===== config.mk =====
export PLATFORM = sky130hd
export DESIGN_NAME = sorted_set_union_merge_core
export DESIGN_NICKNAME = d
export VERILOG_FILES = /design/src/rtl/ssum_pkg.sv /design/src/rtl/ssum_list_mem.sv /design/src/rtl/sorted_set_union_merge_core.sv
export VERILOG_INCLUDE_DIRS = /design/src /design/src/rtl
export SDC_FILE = /design/constraint.sdc
export NUM_CORES = 2
export LEC_CHECK = 0
export BUFFER_PORTS_ARGS = -buffer_cell sky130_fd_sc_hd__buf_2
export CELL_PAD_IN_SITES_DETAIL_PLACEMENT = 1
export CELL_PAD_IN_SITES_GLOBAL_PLACEMENT = 1
export CORE_ASPECT_RATIO = 0.6
export CORE_MARGIN = 2
export CORE_UTILIZATION = 45
export CTS_CLUSTER_SIZE = 20
export DETAILED_ROUTE_END_ITERATION = 10
export GPL_ROUTABILITY_DRIVEN = 1
export PLACE_DENSITY_LB_ADDON = 0.1
export SLEW_MARGIN = 20
export SYNTH_ARGS = -nofsm -noshare
export SYNTH_HDL_FRONTEND = slang
export SYNTH_HIERARCHICAL = 1
export SYNTH_SLANG_ARGS = --single-unit

===== constraint.sdc =====
create_clock -name clk_i -period 15.02 [get_ports clk_i]
set_clock_uncertainty 0.2 [all_clocks]
set_input_delay 0.751 -clock clk_i [delete_from_list [all_inputs] [get_ports clk_i]]
set_output_delay 0.751 -clock clk_i [all_outputs]
set_load 0.05 [all_outputs]

===== src/rtl/sorted_set_union_merge_core_assert.svh =====
// Assertion helpers for the sorted set union merge core.
// Each macro checks an implication on the rising edge of clk_i, off while in reset.
`ifndef SORTED_SET_UNION_MERGE_CORE_ASSERT_SVH
`define SORTED_SET_UNION_MERGE_CORE_ASSERT_SVH

`ifndef SYNTH
`define SSUM_ASSERT_SAME(lbl, ant, cons, msg) \
  lbl: assert property (@(posedge clk_i) disable iff (!rst_ni) (ant) |-> (cons)) \
    else $error(msg);
`define SSUM_ASSERT_NEXT(lbl, ant, cons, msg) \
  lbl: assert property (@(posedge clk_i) disable iff (!rst_ni) (ant) |=> (cons)) \
    else $error(msg);
`else
`define SSUM_ASSERT_SAME(lbl, ant, cons, msg)
`define SSUM_ASSERT_NEXT(lbl, ant, cons, msg)
`endif

`endif


===== src/rtl/ssum_pkg.sv =====
`timescale 1ns / 1ps
`default_nettype none
package ssum_pkg;

  localparam int unsigned LIST_DEPTH_DEF = 32;
  localparam int unsigned VAL_W = 31;

  typedef enum logic [1:0] {
    MODE_LOAD_FIRST  = 2'd0,
    MODE_LOAD_SECOND = 2'd1,
    MODE_RUN         = 2'd2
  } mode_e;

endpackage
`default_nettype wire


===== src/rtl/ssum_list_mem.sv =====
`timescale 1ns / 1ps
`default_nettype none
module ssum_list_mem
  import ssum_pkg::*;
#(
  parameter int unsigned DEPTH = LIST_DEPTH_DEF,
  parameter int unsigned AW = (DEPTH > 1) ? $clog2(DEPTH) : 1
) (
  input  wire logic             clk_i,
  input  wire logic             we_i,
  input  wire logic [AW-1:0]    waddr_i,
  input  wire logic [VAL_W-1:0] wdata_i,
  input  wire logic [AW-1:0]    raddr_i,
  output logic      [VAL_W-1:0] rdata_o
);

  logic [VAL_W-1:0] mem [2**AW];

  always_ff @(posedge clk_i) begin
    if (we_i) begin
      mem[waddr_i] <= wdata_i;
    end
  end

  always_ff @(posedge clk_i) begin
    rdata_o <= mem[raddr_i];
  end

endmodule
`default_nettype wire


===== src/rtl/sorted_set_union_merge_core.sv =====
`timescale 1ns / 1ps
`default_nettype none
// Loads two ascending lists and streams their sorted union. A load transaction
// (mode 0 or 1) leaves busy_o low. A run transaction (mode 2) holds busy_o high
// until the union is walked, then the lists and the drop flag clear: one shared
// comparator walks both list memories, each read once per cycle, and picks one
// union element per cycle. Each result is registered and appears in the cycle
// after it is picked, one per cycle on strobe_o, the last one marked by last_o;
// an empty union gives a single result with valid_res_o low. The receiver cannot
// stall, so every strobed result must be taken as it comes.
module sorted_set_union_merge_core
  import ssum_pkg::*;
#(
  parameter int unsigned LIST_DEPTH = LIST_DEPTH_DEF
) (
  input  wire logic             clk_i,
  input  wire logic             rst_ni,
  input  wire logic             start_i,
  output logic                  busy_o,
  input  wire logic [1:0]       mode_i,
  input  wire logic [VAL_W-1:0] element_i,
  output logic                  strobe_o,
  output logic      [VAL_W-1:0] union_value_o,
  output logic                  valid_res_o,
  output logic                  last_o,
  output logic                  overflow_o
);

  localparam int unsigned AW = (LIST_DEPTH > 1) ? $clog2(LIST_DEPTH) : 1;
  localparam int unsigned CW = $clog2(LIST_DEPTH + 1);
  localparam logic [CW-1:0] FULL = CW'(LIST_DEPTH);

  typedef enum logic {
    ST_IDLE,
    ST_MERGE
  } state_e;

  state_e           state_q, state_d;
  logic [CW-1:0]    cnt_a_q, cnt_a_d, cnt_b_q, cnt_b_d;
  logic [CW-1:0]    ptr_a_q, ptr_a_d, ptr_b_q, ptr_b_d;
  logic             drop_q, drop_d;
  logic             strobe_q, strobe_d;
  logic [VAL_W-1:0] value_q, value_d;
  logic             valid_q, valid_d;
  logic             last_q, last_d;
  logic             ovf_q, ovf_d;

  logic             accept;
  logic             we_a, we_b;
  logic [VAL_W-1:0] head_a, head_b;
  logic             has_a, has_b, take_a, take_b, done;

  assign accept = start_i && (state_q == ST_IDLE);
  assign busy_o = (state_q != ST_IDLE);

  ssum_list_mem #(.DEPTH(LIST_DEPTH), .AW(AW)) u_mem_a (
    .clk_i  (clk_i),
    .we_i   (we_a),
    .waddr_i(cnt_a_q[AW-1:0]),
    .wdata_i(element_i),
    .raddr_i(ptr_a_d[AW-1:0]),
    .rdata_o(head_a)
  );

  ssum_list_mem #(.DEPTH(LIST_DEPTH), .AW(AW)) u_mem_b (
    .clk_i  (clk_i),
    .we_i   (we_b),
    .waddr_i(cnt_b_q[AW-1:0]),
    .wdata_i(element_i),
    .raddr_i(ptr_b_d[AW-1:0]),
    .rdata_o(head_b)
  );

  // shared compare: pick the smaller head, both on a tie
  assign has_a  = (ptr_a_q < cnt_a_q);
  assign has_b  = (ptr_b_q < cnt_b_q);
  assign take_a = has_a && (!has_b || (head_a <= head_b));
  assign take_b = has_b && (!has_a || (head_b <= head_a));

  always_comb begin
    state_d  = state_q;
    cnt_a_d  = cnt_a_q;
    cnt_b_d  = cnt_b_q;
    ptr_a_d  = '0;
    ptr_b_d  = '0;
    drop_d   = drop_q;
    strobe_d = 1'b0;
    value_d  = value_q;
    valid_d  = valid_q;
    last_d   = last_q;
    ovf_d    = ovf_q;
    we_a     = 1'b0;
    we_b     = 1'b0;
    done     = 1'b0;
    case (state_q)
      ST_IDLE: begin
        if (accept) begin
          case (mode_i)
            MODE_LOAD_FIRST: begin
              if (cnt_a_q < FULL) begin
                we_a    = 1'b1;
                cnt_a_d = cnt_a_q + CW'(1);
              end else begin
                drop_d = 1'b1;
              end
            end
            MODE_LOAD_SECOND: begin
              if (cnt_b_q < FULL) begin
                we_b    = 1'b1;
                cnt_b_d = cnt_b_q + CW'(1);
              end else begin
                drop_d = 1'b1;
              end
            end
            MODE_RUN: begin
              state_d = ST_MERGE;
            end
            default: begin
            end
          endcase
        end
      end
      ST_MERGE: begin
        ptr_a_d  = ptr_a_q + CW'(take_a);
        ptr_b_d  = ptr_b_q + CW'(take_b);
        done     = !((ptr_a_d < cnt_a_q) || (ptr_b_d < cnt_b_q));
        strobe_d = 1'b1;
        value_d  = take_a ? head_a : (take_b ? head_b : '0);
        valid_d  = has_a || has_b;
        last_d   = done;
        ovf_d    = drop_q;
        if (done) begin
          state_d = ST_IDLE;
          cnt_a_d = '0;
          cnt_b_d = '0;
          drop_d  = 1'b0;
          ptr_a_d = '0;
          ptr_b_d = '0;
        end
      end
      default: begin
        state_d = ST_IDLE;
      end
    endcase
  end

  always_ff @(posedge clk_i or negedge rst_ni) begin
    if (!rst_ni) begin
      state_q  <= ST_IDLE;
      cnt_a_q  <= '0;
      cnt_b_q  <= '0;
      ptr_a_q  <= '0;
      ptr_b_q  <= '0;
      drop_q   <= 1'b0;
      strobe_q <= 1'b0;
      value_q  <= '0;
      valid_q  <= 1'b0;
      last_q   <= 1'b0;
      ovf_q    <= 1'b0;
    end else begin
      state_q  <= state_d;
      cnt_a_q  <= cnt_a_d;
      cnt_b_q  <= cnt_b_d;
      ptr_a_q  <= ptr_a_d;
      ptr_b_q  <= ptr_b_d;
      drop_q   <= drop_d;
      strobe_q <= strobe_d;
      value_q  <= value_d;
      valid_q  <= valid_d;
      last_q   <= last_d;
      ovf_q    <= ovf_d;
    end
  end

  assign strobe_o      = strobe_q;
  assign union_value_o = value_q;
  assign valid_res_o   = valid_q;
  assign last_o        = last_q;
  assign overflow_o    = ovf_q;

`include "sorted_set_union_merge_core_assert.svh"

  `SSUM_ASSERT_SAME(a_empty_is_last, strobe_o && !valid_res_o, last_o,
    "empty union result without last marker")
  `SSUM_ASSERT_NEXT(a_last_ends_run, strobe_o && last_o, !strobe_o,
    "result strobed after the last one of a run")
  `SSUM_ASSERT_NEXT(a_run_goes_busy, accept && (mode_i == MODE_RUN), busy_o,
    "run transaction did not raise busy")
  `SSUM_ASSERT_SAME(a_ptr_in_range, state_q == ST_MERGE,
    (ptr_a_q <= cnt_a_q) && (ptr_b_q <= cnt_b_q), "merge pointer past list fill")
  `SSUM_ASSERT_SAME(a_cnt_bound, 1'b1, (cnt_a_q <= FULL) && (cnt_b_q <= FULL),
    "list count above capacity")

endmodule
`default_nettype wire


* Word-level counts from Yosys, hierarchy flattened
Memories as Yosys holds them, arrays and structs flattened. A register that Yosys moved wholly into a read port is not among the register bits.
Index checks and enable logic that the tools add are counted.
** Word-level totals
- Word-level logic and storage cells :: 89
- Input bits :: 36
- Memories kept :: 2
- Latch bits :: 0
- Memory bits (read-only) :: 0
- Output and inout bits :: 36
- Register bits :: 61
- Bits in writable memories :: 1984
** Memory list
- u_mem_a.mem :: words 32, width 31, rd ports 1, clocked after memory_dff 1, wr ports 1, line ssum_list_mem.sv:17 : logic [VAL_W-1:0] mem [2**AW];
- u_mem_b.mem :: words 32, width 31, rd ports 1, clocked after memory_dff 1, wr ports 1, line ssum_list_mem.sv:17
** Operators by class
- Div/mod/pow operators :: 0
- Muxes and demuxes :: 38
- Bitwise logic cells :: 1
- Shifts and indexed selects :: 0
- Multiply operators :: 0
- Reduce and logical (&&, ||, !) cells :: 14
- Equality and inequality tests :: 11
- $add $sub $neg :: 4
- Magnitude comparators :: 8
** Operators by type and width (count)
- 6-bit 2-to-1 mux :: 11
- 31-bit <= comparator :: 2
- 31-bit 2-to-1 mux :: 2
- 6-bit < comparator :: 4
- 6-bit one-hot mux with 2 select lines :: 2
- 1-bit 2-to-1 mux :: 20
- 6-bit by 1-bit adder with 6-bit output :: 2
- 6-bit by 1-bit adder with 6-bit output, second input constant :: 2
- 6-bit < comparator, second input constant :: 2
- 2-bit by 1-bit inequality test with 1-bit output, second input constant :: 4
- 4-bit AND reduction :: 2
- 3-bit inequality test, second input constant :: 2
- 1-bit one-hot mux with 2 select lines :: 3
- 5-bit AND reduction :: 1
- 1-bit logical OR :: 4
- 2-bit inequality test, second input constant :: 2
- 1-bit logical AND :: 3
- 1-bit zero test :: 3
- 3-bit by 1-bit inequality test with 1-bit output, second input constant :: 1
- 2-bit by 1-bit equality test with 1-bit output, second input constant :: 1
- 2-bit equality test, second input constant :: 1
- 2-bit zero test :: 1
- 1-bit inverter :: 1

* Logic depth before layout (Yosys ltp)
- Depth after elaboration :: 9
- Depth in mapped cells :: 27
- Depth with buffers taken out :: 23

* Modules after synthesis
Netlist, hierarchy kept.
** By module, submodules not included
- ssum_list_mem :: cells each 2192, times used 2, area an instance 39163.8 um^2, seq. area each 30409.2 um^2
- sorted_set_union_merge_core :: cells each 436, times used 1, area an instance 4219.0 um^2, seq. area each 1526.5 um^2

* Least setup slack after synthesis
OpenSTA, ideal clock, no wires.
- Path type :: flip-flop to flip-flop
- Start :: register cnt_b_q[4]
- End :: register u_mem_a.rdata_o[10] (read register of u_mem_a.mem)
- Library setup time :: 124 ps
- Required time :: 14696 ps
- Period minus slack after synthesis :: 5178 ps
- Arrival time :: 4854 ps
- Setup slack :: 9842 ps
- Cell stages (with the launch flop) :: 26
- Buffers on the path :: 5
- Path through :: dfrtp_1 > inv_1 > ha_1 > a21o_1 > a221oi_4 > nand3_2 > a211o_2 > nand2_1 > ha_1 > ha_1 > ha_1 > a21o_1 > a21o_1 > a211o_1 > a21oi_1 > o21ai_0 > clkbuf_1 > nor2_1 > buf_4 > buf_6 > buf_4 > buf_2 > mux2i_1 > nand2_1 > a31oi_1 > nand3_1
** On the way
- Cells in the longest elaborated chain, start to end :: 9
- Elaborated cells between the ends (all ways) :: 12
- Those cells by class :: 2 x add/sub; 3 x order compare; 2 x mux; 5 x reduce/logical
** Ends and longest elaborated chain
- from (decl) :: line sorted_set_union_merge_core.sv:39 : logic [CW-1:0] cnt_a_q, cnt_a_d, cnt_b_q, cnt_b_d;
- from (signal assigned) :: line sorted_set_union_merge_core.sv:163 : cnt_b_q <= cnt_b_d;
- 6-bit < comparator :: line sorted_set_union_merge_core.sv:76 : assign has_b = (ptr_b_q < cnt_b_q);
- 1-bit zero test :: line sorted_set_union_merge_core.sv:77 : assign take_a = has_a && (!has_b || (head_a <= head_b));
- 1-bit logical OR :: line sorted_set_union_merge_core.sv:77
- 1-bit logical AND :: line sorted_set_union_merge_core.sv:77
- 6-bit by 1-bit adder with 6-bit output :: line sorted_set_union_merge_core.sv:124 : ptr_a_d = ptr_a_q + CW'(take_a);
- 6-bit < comparator :: line sorted_set_union_merge_core.sv:126 : done = !((ptr_a_d < cnt_a_q) || (ptr_b_d < cnt_b_q));
- 1-bit logical OR :: line sorted_set_union_merge_core.sv:126
- 6-bit 2-to-1 mux * :: line sorted_set_union_merge_core.sv:132 : if (done) begin
- 6-bit 2-to-1 mux * :: line sorted_set_union_merge_core.sv:95 : case (state_q)
- net ptr_a_d[0] :: line sorted_set_union_merge_core.sv:40 : logic [CW-1:0] ptr_a_q, ptr_a_d, ptr_b_q, ptr_b_d;
- to (decl) :: line ssum_list_mem.sv:14 : output logic [VAL_W-1:0] rdata_o
Mark *: on every way through the listed nets, which the timed path passes. The rest lies on a longest branch.
A chain may end at the register's enable or synchronous reset.

* Final worst setup path
- Start :: register u_mem_a.rdata_o[26] (read register of u_mem_a.mem)
- End :: register u_mem_a.rdata_o[10] (read register of u_mem_a.mem)
** On the way
- Cells in the longest elaborated chain, start to end :: 8
- Elaborated cells between the ends (all ways) :: 13
- Those cells by class :: 2 x add/sub; 4 x order compare; 2 x mux; 5 x reduce/logical
** Ends and longest elaborated chain (line)
- 31-bit <= comparator, on equally long branches :: sorted_set_union_merge_core.sv:77, sorted_set_union_merge_core.sv:78
- 1-bit logical OR, on equally long branches :: sorted_set_union_merge_core.sv:77, sorted_set_union_merge_core.sv:78
- 1-bit logical AND, on equally long branches :: sorted_set_union_merge_core.sv:77, sorted_set_union_merge_core.sv:78
- 6-bit by 1-bit adder with 6-bit output, on equally long branches :: sorted_set_union_merge_core.sv:124, sorted_set_union_merge_core.sv:125
- 6-bit < comparator :: sorted_set_union_merge_core.sv:126
- 1-bit logical OR :: sorted_set_union_merge_core.sv:126
- 6-bit 2-to-1 mux * :: sorted_set_union_merge_core.sv:132
- 6-bit 2-to-1 mux * :: sorted_set_union_merge_core.sv:95
- net ptr_a_d[0] :: sorted_set_union_merge_core.sv:40
Marks and branches as above.

==> results.json <==
{
  "run_status": "completed",
  "crit_family": "buffers and inverters",
  "antenna_found_initial": 17,
  "finish.net_count": 5058,
  "timing.fmax_mhz": 117,
  "die_height_um": 336,
  "detail_route.iter0.violations": 4318,
  "syn-mean-instance-area_um2": 17.1,
  "timing.hold.worst.class": "in -> async",
  "synth_enable_flop_cells": 1984,
  "timing.critical_path.slowest_stage_cell": "sky130_fd_sc_hd__buf_4",
  "cp_bufs_invs": 5,
  "timing.setup.tns_ns": 0,
  "floorplan.core_area_um2": 182000,
  "post_synth_arst_share": 0.0290,
  "cellPowerDensity_nw_per_um2": 123,
  "critPathLaunchType": "register",
  "yosys_most_used_dff": "sky130_fd_sc_hd__edfxtp_1",
  "globalRouteTotalUtil": 0.253,
  "critical_path_peak_fanout": 127,
  "tritoncts_clock_tree": "built",
  "clock_insertion_delay_worst_skew_ns": 0.85,
  "maxCapViolations": 0,
  "drc_errors": 0,
  "setup-violations-final": 0,
  "grt_pass1_wl_mm": 338,
  "rsz_0062_raised_after_global_routing": "false",
  "dieArea_um2": 187000,
  "yosys_register_bits": 2107,
  "critical_path.endpoint_type": "register",
  "combined_area_of_all_synthesized_cells_um2": 82500,
  "yosys_warnings": 6,
  "clock_tree_root_driver_cell": "sky130_fd_sc_hd__clkbuf_16",
  "detail-route-antenna-nets": 0,
  "yosysSeqAreaShare": 0.755,
  "final.period_utilization": 0.571,
  "max-slew-margin-rel": 0.215,
  "tritoncts_num_sinks": 2107,
  "post_dp_cell_area_um2": 86200,
  "dp_hpwl_mm": 128,
  "port-buffer-count": 71,
  "worst_slew_pin_slew_ns": 1.17,
  "clock_tree.buffer_depth": 4,
  "worst-endpoint-arrival_ns": 8.96,
  "final_core_utilization": 0.508,
  "worst_setup_hold_path_clk_slew_ns": 0.07,
  "post-cts-setup-buffer-count": 0,
  "start_util": 0.454,
  "critical_path_depth": 26,
  "wirelength_mm": 238,
  "synth_cell_types": 56,
  "worstPathRequired_ns": 15.40,
  "cell_count_after_synthesis": 4820,
  "io_pins": 72,
  "detailedRoute.firstPassIterationCount": 5,
  "die-width_um": 557,
  "grt.overflow.total": 0,
  "finalInstanceArea_um2": 92300,
  "synthesis.nets": 4913,
  "cts.htree.levels": 4,
  "fill_cell_total_of_the_finished_layout": 16700,
  "via_per_inst": 5.90,
  "placementRows": 121,
  "power.ir.vdd_worst_uv": 88.3,
  "grt_start_max_net_pins": 128,
  "first_global_vias": 45000,
  "place.gp.congestion": 0.768,
  "max_stage_delay_ns": 0.88,
  "cts-buffers-inserted": 202,
  "drt-wirelength-per-cell_um": 31.4,
  "leakage_nw": 32.3,
  "num_vias": 44700,
  "path_common_cell": "sky130_fd_sc_hd__ha_1",
  "synthToLayoutAreaGrowth_pct": 11.8,
  "timing_worst_setup_path_type": "reg -> reg",
  "hold_viol": 0,
  "drive_above_1_share": 0.112,
  "finalWorstPathRequiredPeriod_ns": 8.58,
  "reg2regPathDepth": 26,
  "timing_max_transition_violations_final": 0
}
[worst paths after layout]
check                                            start                      endpoint  slack [ns]
setup / recovery           u_mem_a/rdata_o[26]$_DFF_P_   u_mem_a/rdata_o[10]$_DFF_P_        6.44
hold / removal                                  rst_ni  union_value_o[1]$_DFFE_PN0P_         0.1
setup reg to reg           u_mem_a/rdata_o[26]$_DFF_P_   u_mem_a/rdata_o[10]$_DFF_P_        6.44
hold reg to reg             u_mem_a/rdata_o[9]$_DFF_P_  union_value_o[9]$_DFFE_PN0P_        0.30
max in group asynchronous                       rst_ni              busy_o$_DFF_PN0_       13.47
min in group clk_i                           mode_i[1]              busy_o$_DFF_PN0_        0.16
[registers in the layout (all words and copies together), names as in the netlist]
name	cells
drop_q	1
u_mem_a/rdata_o	31
u_mem_b/rdata_o	31
ptr_a_q	6
cnt_a_q	6
strobe_o	1
ptr_b_q	6
u_mem_b/mem	992
last_o	1
union_value_o	31
busy_o	1
valid_res_o	1
u_mem_a/mem	992
overflow_o	1
cnt_b_q	6
[cell usage after synthesis (2+ instances only)]
library cell               instances  area share
sky130_fd_sc_hd__a211oi_2          3     0.00045
sky130_fd_sc_hd__a21o_1            8     0.00073
sky130_fd_sc_hd__a21oi_1         207       0.013
sky130_fd_sc_hd__a221o_1          30      0.0036
sky130_fd_sc_hd__a22o_1          124       0.013
sky130_fd_sc_hd__a22oi_1         186       0.017
sky130_fd_sc_hd__a31oi_1          64      0.0049
sky130_fd_sc_hd__and2_1           32      0.0024
sky130_fd_sc_hd__and3_1            2     0.00015
sky130_fd_sc_hd__and4_1            2     0.00021
sky130_fd_sc_hd__buf_1            12     0.00055
sky130_fd_sc_hd__buf_2            64      0.0039
sky130_fd_sc_hd__buf_4            66      0.0060
sky130_fd_sc_hd__buf_6            14      0.0019
sky130_fd_sc_hd__clkbuf_1        103      0.0047
sky130_fd_sc_hd__clkbuf_4          4     0.00036
sky130_fd_sc_hd__dfrtp_1          61       0.018
sky130_fd_sc_hd__dfxtp_1          62       0.015
sky130_fd_sc_hd__edfxtp_1       1984        0.72
sky130_fd_sc_hd__ha_1             57      0.0086
sky130_fd_sc_hd__inv_1            47      0.0021
sky130_fd_sc_hd__mux2i_1         993        0.12
sky130_fd_sc_hd__nand2_1         209      0.0095
sky130_fd_sc_hd__nand2b_1         12     0.00091
sky130_fd_sc_hd__nand3_1         198       0.012
sky130_fd_sc_hd__nand3_2           2     0.00024
sky130_fd_sc_hd__nand3b_1         11      0.0010
sky130_fd_sc_hd__nand4_1           5     0.00038
sky130_fd_sc_hd__nor2_1           93      0.0042
sky130_fd_sc_hd__nor2b_1          44      0.0033
sky130_fd_sc_hd__nor3_1           64      0.0039
sky130_fd_sc_hd__o21a_1            2     0.00018
sky130_fd_sc_hd__o21ai_0          10     0.00061
sky130_fd_sc_hd__o31ai_1           3     0.00027
sky130_fd_sc_hd__or2_2             3     0.00023
sky130_fd_sc_hd__or3_1             2     0.00015
sky130_fd_sc_hd__or3b_2            6     0.00064
sky130_fd_sc_hd__xnor2_1          11      0.0012
sky130_fd_sc_hd__xor2_1            3     0.00032
[area by class of cell]
type / count / area [um2] / area share
clock inverter: 81 / 553 / 0.00599
sequential: 2107 / 62300 / 0.675
clock buffer: 279 / 5490 / 0.0594
tap: 2460 / 3080 / 0.0333
inverter: 48 / 180 / 0.00195
multi-input combinational: 2402 / 19200 / 0.208
antenna: 2 / 5.00 / 0.0000542
timing repair buffer: 204 / 1510 / 0.0164
[through the flow]
stage / cells / power, W / setup WS (ns) / hold slack (ns)
floorplan: 4820 / 0.00654 / 9.84 / 0.255
global placement: 7218 / 0.00664 / 6.65 / 0.281
detailed placement: 7219 / 0.00665 / 6.63 / 0.283
CTS: 7580 / 0.0114 / 6.61 / 0.0622
global route: 7582 / 0.0117 / 6.07 / 0.0733
finish: 7583 / 0.0113 / 6.44 / 0.0997
[what timing repair did]
action,4_1_cts,5_1_grt
gates resized for setup,0,0
hold endpoints to repair,10,0
hold buffers,1,0
[power by group]
part           internal (W)  switching, W
clock network       0.00265       0.00217
registers           0.00642             0
logic            0.00000862     0.0000924
[worst reg2reg max path: cells and delay by family, from the launching register on]
kind / cells / cell delay, ns
and+or+nand+nor: 8 / 2.19
DFF: 1 / 0.45
AOI/OAI and AO/OA: 8 / 1.61
adders and majority gates: 4 / 1.05
buffers and inverters: 5 / 2.57
muxes: 1 / 0.29
[cells by family (layout without fill, tap and decap cells)]
group	after synthesis	after routing	synth area share
AO/OA/AOI/OAI	647	647	0.0547
multiplexers	994	994	0.121
flip-flops	2107	2107	0.755
AND/OR/NAND/NOR	690	690	0.0398
adder cells (fa/ha/maj)	57	57	0.00864
other	0	2	0
XOR/XNOR	14	14	0.00149
buffers and inverters	311	612	0.0196
[per-layer routing]
layer | routed length [um] | track usage
met5 | 27 | 0
met1 | 116000 | 0.399
met2 | 100000 | 0.361
met4 | 4330 | 0.0505
met3 | 17500 | 0.0514
[cell usage in the layout, fill, tap and decap left out, types with 9 or more instances in the layout]
master                      synthesis  routed
sky130_fd_sc_hd__ha_1              57      57
sky130_fd_sc_hd__a22o_1           124     124
sky130_fd_sc_hd__mux2i_1          993     993
sky130_fd_sc_hd__nor2_1            93      25
sky130_fd_sc_hd__a221o_1           30      30
sky130_fd_sc_hd__nor2b_1           44      40
sky130_fd_sc_hd__nand3_1          198     198
sky130_fd_sc_hd__edfxtp_1        1984    1984
sky130_fd_sc_hd__a22oi_1          186     186
sky130_fd_sc_hd__clkinv_2           0      36
sky130_fd_sc_hd__and2_1            32      30
sky130_fd_sc_hd__a31oi_1           64      64
sky130_fd_sc_hd__inv_1             47      47
sky130_fd_sc_hd__dfrtp_1           61      60
sky130_fd_sc_hd__clkbuf_8           0      10
sky130_fd_sc_hd__buf_4             66     131
sky130_fd_sc_hd__clkinv_1           0      30
sky130_fd_sc_hd__o21ai_0           10       9
sky130_fd_sc_hd__a21oi_1          207     207
sky130_fd_sc_hd__clkbuf_16          0     204
sky130_fd_sc_hd__buf_12             0       9
sky130_fd_sc_hd__nand2_1          209     209
sky130_fd_sc_hd__nor2_4             0      68
sky130_fd_sc_hd__buf_2             64      62
sky130_fd_sc_hd__nor3_1            64      63
sky130_fd_sc_hd__xnor2_1           11      11
sky130_fd_sc_hd__nand3b_1          11      11
sky130_fd_sc_hd__dfxtp_1           62      62
sky130_fd_sc_hd__clkbuf_1         103      65
Note: power is estimated with default switching activity, not from simulation.
